<file path="config.mk">
export PLATFORM = sky130hd
export DESIGN_NAME = lbbt_ctrl
export DESIGN_NICKNAME = d
export VERILOG_FILES = /design/src/hw/rtl/lbbt_pkg.sv /design/src/hw/rtl/lbbt_ctrl.sv
export SDC_FILE = /design/constraint.sdc
export NUM_CORES = 1
export LEC_CHECK = 0
export ABC_CLOCK_PERIOD_IN_PS = 2240
export BUFFER_PORTS_ARGS = -buffer_cell sky130_fd_sc_hd__buf_2
export CAP_MARGIN = 20
export CORE_MARGIN = 3
export CORE_UTILIZATION = 25
export CTS_BUF_LIST = sky130_fd_sc_hd__clkbuf_4
export DETAILED_ROUTE_END_ITERATION = 10
export GPL_ROUTABILITY_DRIVEN = 1
export PLACE_DENSITY = 0.51
export SETUP_SLACK_MARGIN = 0.02
export SYNTH_ARGS = -nofsm -noshare
export SYNTH_HDL_FRONTEND = slang
export SYNTH_SLANG_ARGS = --single-unit
export TNS_END_PERCENT = 50
</file>
<file path="constraint.sdc">
create_clock -name clk -period 2.24 [get_ports clk]
set_input_delay 0.336 -clock clk [delete_from_list [all_inputs] [get_ports clk]]
set_output_delay 0.336 -clock clk [all_outputs]
set_load 0.02 [all_outputs]
</file>
<file path="src/hw/rtl/lbbt_pkg.sv">
// Shared types, codes and defaults for the label bounding box table.
package lbbt_pkg;

  localparam int DEF_LABEL_COUNT = 1024;
  localparam int DEF_MAX_SIDE    = 4096;

  localparam int LABEL_W   = 10;
  localparam int WSIZE_W   = 12;
  localparam int SHIFT_W   = WSIZE_W - 1;
  localparam int FIELD_W   = 12;
  localparam int STATUS_W  = 2;
  localparam int CFG_W     = 13;
  localparam int CFG_IDX_W = 1;

  localparam logic [CFG_W-1:0] DEF_WIDTH  = 13'd640;
  localparam logic [CFG_W-1:0] DEF_HEIGHT = 13'd480;

  typedef enum logic {
    OP_PIXEL = 1'b0,
    OP_QUERY = 1'b1
  } op_t;

  typedef enum logic [CFG_IDX_W-1:0] {
    REG_IMAGE_WIDTH  = 1'b0,
    REG_IMAGE_HEIGHT = 1'b1
  } cfg_reg_t;

  typedef enum logic [STATUS_W-1:0] {
    STATUS_OK      = 2'd0,
    STATUS_EVEN    = 2'd1,
    STATUS_TOO_BIG = 2'd2,
    STATUS_ABSENT  = 2'd3
  } status_t;

  typedef struct packed {
    logic               operation;
    logic               start_of_frame;
    logic [LABEL_W-1:0] label;
    logic [WSIZE_W-1:0] window_size;
  } in_item_t;

  typedef struct packed {
    logic [FIELD_W-1:0]  box_left;
    logic [FIELD_W-1:0]  box_right;
    logic [FIELD_W-1:0]  box_top;
    logic [FIELD_W-1:0]  box_bottom;
    logic [FIELD_W-1:0]  window_left;
    logic [FIELD_W-1:0]  window_top;
    logic [FIELD_W-1:0]  window_right;
    logic [FIELD_W-1:0]  window_bottom;
    logic [STATUS_W-1:0] status;
  } out_item_t;

  typedef struct packed {
    logic rd_own;
    logic clr_we;
    logic load_item;
    logic pix_write;
    logic calc;
    logic low;
    logic load_out;
  } lbbt_cmd_t;

  typedef struct packed {
    logic clr_last;
    logic out_free;
    logic in_op;
    logic in_sof;
    logic item_op;
  } lbbt_sts_t;

endpackage

</file>
<file path="src/hw/rtl/lbbt_ctrl.sv">
// Sequencer for the label bounding box table: clearing, update and query steps.
module lbbt_ctrl import lbbt_pkg::*; (
  input  logic      clk,
  input  logic      rst_n,
  input  logic      in_valid,
  output logic      in_stall,
  input  lbbt_sts_t sts,
  output lbbt_cmd_t cmd
);

  typedef enum logic [7:0] {
    S_INIT   = 8'b00000001,
    S_IDLE   = 8'b00000010,
    S_FLUSH  = 8'b00000100,
    S_READ   = 8'b00001000,
    S_UPDATE = 8'b00010000,
    S_CENTER = 8'b00100000,
    S_LOW    = 8'b01000000,
    S_HIGH   = 8'b10000000
  } state_t;

  state_t state_r, state_nxt;

  always_ff @(posedge clk) begin
    if (!rst_n) begin
      state_r <= S_INIT;
    end else begin
      state_r <= state_nxt;
    end
  end

  assign in_stall = (state_r != S_IDLE);

  always_comb begin
    cmd       = '0;
    state_nxt = state_r;
    case (state_r)
      S_INIT: begin
        cmd.clr_we = 1'b1;
        if (sts.clr_last) begin
          state_nxt = S_IDLE;
        end
      end
      S_IDLE: begin
        if (in_valid) begin
          cmd.load_item = 1'b1;
          if (sts.in_sof) begin
            state_nxt = S_FLUSH;
          end else if (sts.in_op == OP_QUERY) begin
            state_nxt = S_CENTER;
          end else begin
            state_nxt = S_UPDATE;
          end
        end
      end
      S_FLUSH: begin
        cmd.clr_we = 1'b1;
        if (sts.clr_last) begin
          state_nxt = S_READ;
        end
      end
      S_READ: begin
        cmd.rd_own = 1'b1;
        state_nxt  = (sts.item_op == OP_QUERY) ? S_CENTER : S_UPDATE;
      end
      S_UPDATE: begin
        cmd.pix_write = 1'b1;
        state_nxt     = S_IDLE;
      end
      S_CENTER: begin
        cmd.calc  = 1'b1;
        state_nxt = S_LOW;
      end
      S_LOW: begin
        cmd.low   = 1'b1;
        state_nxt = S_HIGH;
      end
      S_HIGH: begin
        if (sts.out_free) begin
          cmd.load_out = 1'b1;
          state_nxt    = S_IDLE;
        end
      end
      default: begin
        state_nxt = S_INIT;
      end
    endcase
  end

endmodule

</file>
After elaboration in Yosys (flattened, before gate mapping)
Cells that the tools add are included.
- muxes and demuxes: 17
- reductions and logical operators: 2
- equal/unequal tests: 13
- operators with widths (kind ; count):
    one-hot mux 8 bit (8 select lines) ; 1
    2-to-1 mux 8 bit ; 5
    2-to-1 mux 6 bit ; 2
    2-to-1 mux 1 bit ; 9
    equality test 8 x 1 -> 1 bit, second input constant ; 1
    equality test 8 x 2 -> 1 bit, second input constant ; 1
    equality test 8 x 3 -> 1 bit, second input constant ; 1
    equality test 8 x 4 -> 1 bit, second input constant ; 1
    equality test 8 x 5 -> 1 bit, second input constant ; 1
    equality test 8 x 6 -> 1 bit, second input constant ; 1
    equality test 8 x 7 -> 1 bit, second input constant ; 1
    equality test 8 bit, second input constant ; 1
    inequality test 2 bit, second input constant ; 4
    inequality test 8 x 2 -> 1 bit, second input constant ; 1
    AND reduction 4 bit ; 1
    OR reduction 2 bit ; 1
- flip-flop bits (word level): 8

Depth between registers and ports, before layout
- depth in word-level cells: 4
- mapped depth: 5
- depth with buffers taken out: 4

Worst setup path before layout
Ideal clock, no wire load.
- kind: register -> output
- start point: register state_r[2]
- end point: output port cmd[1] in the netlist's numbering
- data required time: 1.904 ns
- arrival time: 1.782 ns
- setup slack: 0.122 ns
- cell stages (with the launch flop): 5
- cell sequence: dfxtp_1 -> clkbuf_1 -> or3_1 -> or3_1 -> nor3b_1
- RTL lines (what ; RTL line ; text):
    from (decl) ; lbbt_ctrl.sv:22 ; state_t state_r, state_nxt;
    from (signal assigned) ; lbbt_ctrl.sv:28 ; state_r <= state_nxt;
    to (decl) ; lbbt_ctrl.sv:8 ; output lbbt_cmd_t cmd

==> impl_metrics.env <==
export IMPL_status="complete, no violations"
export IMPL_fill_cells=239
export IMPL_hold_class="in -> reg"
export IMPL_clk_latency_ns=0.25
export IMPL_grt_pass1_wl_microns=2210
export IMPL_rows=16
export IMPL_place_detailed_hpwl_microns=1100
export IMPL_grt_use_total=0.109
export IMPL_hold_viol=0
export IMPL_vias=573
export IMPL_core_area_sq_mm=0.00200
export IMPL_synth_top_area_frac=0.297
export IMPL_drive_above_1_share=0.300
export IMPL_r2r_start="state_r[5]"
export IMPL_path_class="reg -> out"
export IMPL_start_util=0.269
export IMPL_largest_reg_flops=8
export IMPL_synth_area_per_cell_sq_um=7.39
export IMPL_post_place_ws_ns=0.291
export IMPL_ys_ff_latch=8
export IMPL_layout_worst_path_cycle_share=0.953
export IMPL_syn_nets=81
export IMPL_totalWireLength_microns=1350
export IMPL_seq_area_sq_um=161
export IMPL_io_buffers=15
export IMPL_yosys_area_top_type="dfxtp_1"
export IMPL_place_congestion=0.789
export IMPL_cts_tree="yes"
export IMPL_fin_tns_setup_ns=0
export IMPL_power_density_mw_per_mm2=636
export IMPL_dr_pass1_iters=4
export IMPL_min_to="state_r[0]"
export IMPL_grt_pass1_vias=512
export IMPL_drt_initial_drc_count=13
export IMPL_cts_buffers_inserted=3
export IMPL_crit_path_end_kind="output pin"
export IMPL_slew_limit_headroom=0.709
export IMPL_largest_register="state_r"
export IMPL_crit_path_start="state_r[5]"
export IMPL_r2r_slack_ns=0.44
export IMPL_drv_slew=0
export IMPL_top_regs="state_r (8)"
export IMPL_n_antenna_cell=0
export IMPL_cts_sinks=8
export IMPL_grt_ovfl_total=0
export IMPL_synthTopCellsByCount="10 x nor2_1, 8 x dfxtp_1, 7 x nor3_1"
export IMPL_reg2reg_to="state_r[2]"
export IMPL_dpl_cell_area_sq_um=658
export IMPL_cp_max_fo=6
export IMPL_die_w_microns=52.4
export IMPL_rsz0062_at_grt="true"
export IMPL_multi_input_area_sq_um=349
export IMPL_finalWorstSetupSlack_ns=0.106
export IMPL_grt_max_degree=11
export IMPL_finalSetupViolations=0
export IMPL_vias_per_cell=4.90
export IMPL_synth_area_sq_um=539
export IMPL_hold_depth=2
export IMPL_synth_most_common_cell="nor2_1"
export IMPL_ant_nets=0
export IMPL_ys_top_cells_by_area="dfxtp_1 30%, nor2_1 7.0%, nor3_1 6.5%"
export IMPL_die_area_sq_mm=0.00275
export IMPL_period_needed_ns=2.13
export IMPL_ctsLongestPathBuffers=2
export IMPL_max_vdd_ir_drop_v=0.000223
export IMPL_fin_nets=100
export IMPL_fin_skew_ns=0.00231
export IMPL_syn_to_final_growth_pct=27.8
export IMPL_die_h_microns=52.4
export IMPL_worstPathArrival_ns=1.80
export IMPL_worst_setup_path_start_kind="flip-flop"
export IMPL_ys_seq_area_frac=0.297
export IMPL_clk_pin_slew_worst_paths_ns=0.05
export IMPL_final_area_sq_um=689
export IMPL_max_freq_ghz=0.469
export IMPL_syn_inst=73
export IMPL_synth_edf_count=0
export IMPL_hp_start="rst_n"
export IMPL_io_pins=16
export IMPL_synth_warnings=0
export IMPL_cap_violations=0
export IMPL_async_flop_share=0
export IMPL_drc=0
export IMPL_cts_root_buf="clkbuf_4"
export IMPL_synth_flop_cell="dfxtp_1"
export IMPL_worst_pin_slew_ns=0.433
export IMPL_antenna_found_initial=0
export IMPL_wire_per_inst_microns=11.5
export IMPL_r2r_cells=4
export IMPL_critPathRequiredTime_ns=1.90
export IMPL_synth_cell_types=29
export IMPL_htree_levels=1
export IMPL_power_leakage_nw=0.296
[logic make-up after synthesis]
kind of cell | after synthesis | synth area share
buffers and inverters | 9 | 0.0649
AND/OR/NAND/NOR | 39 | 0.411
XOR/XNOR | 4 | 0.0650
AO/OA/AOI/OAI | 13 | 0.162
flip-flops | 8 | 0.297
[layout make-up]
class | instances | share of cell area
clock buffers | 3 | 0.0327
inverters | 4 | 0.0218
multi-input cells | 56 | 0.506
flip-flops and latches | 8 | 0.234
well taps | 27 | 0.0490
repair buffers | 19 | 0.156
[stage by stage]
| step | hold WS [ns] | utilization | instances | total power [mW] |
|---|---|---|---|---|
| floorplan | 0.408 | - | 73 | 0.279 |
| global placement | 0.584 | 0.329 | 114 | 0.333 |
| detailed placement | 0.580 | 0.329 | 114 | 0.330 |
| CTS | 0.335 | 0.343 | 117 | 0.443 |
| global route | 0.352 | 0.344 | 117 | 0.474 |
| finish | 0.342 | 0.344 | 117 | 0.438 |
[layout by cell type (no fill, tap or decap), drive strengths merged]
master,count
nor3,7
dfxtp,8
nor4,1
a31oi,1
buf,19
and2,1
o32ai,1
or3,5
o2111ai,2
o211ai,1
o21ai,3
a21boi,1
and4,1
nor3b,2
or2,1
nand4,1
or4,3
nor2,10
a21oi,2
xor2,2
nand2b,3
nand3,3
inv,4
o21a,2
nand2,1
xnor2,2
clkbuf,3
[power breakdown]
group	switching [mW]	internal, mW
registers	0.00472	0.152
logic	0.0964	0.0746
clock network	0.0488	0.0613
[worst max-delay path: stages, from the launching register on]
cell and delay, ns:
dfxtp_1 0.36, or3_4 0.40, or4_4 0.54, nor2_1 0.10
buf_4 0.14
[what timing repair did]
item                       4_1_cts  5_1_grt
gates resized for setup          1        2
gates cloned                     0        0
hold buffers                     0        0
setup endpoints to repair        1        3
buffers inserted                 0        0
[how the worst max path moves through the flow]
stage	end	cells past startpoint	slack [ns]
floorplan	cmd[1]	4	0.12
CTS	cmd[2]	4	0.07
detailed placement	cmd[1]	4	0.29
finish	cmd[4]	4	0.11
global placement	cmd[1]	4	0.34
global route	cmd[4]	4	0.004
[metal layers]
metal  track usage  share of wire
met1         0.143           0.48
met2         0.174           0.47
met3        0.0256          0.034
met4        0.0383          0.013
met5             0              0
Note: power is estimated with default switching activity, not from simulation.
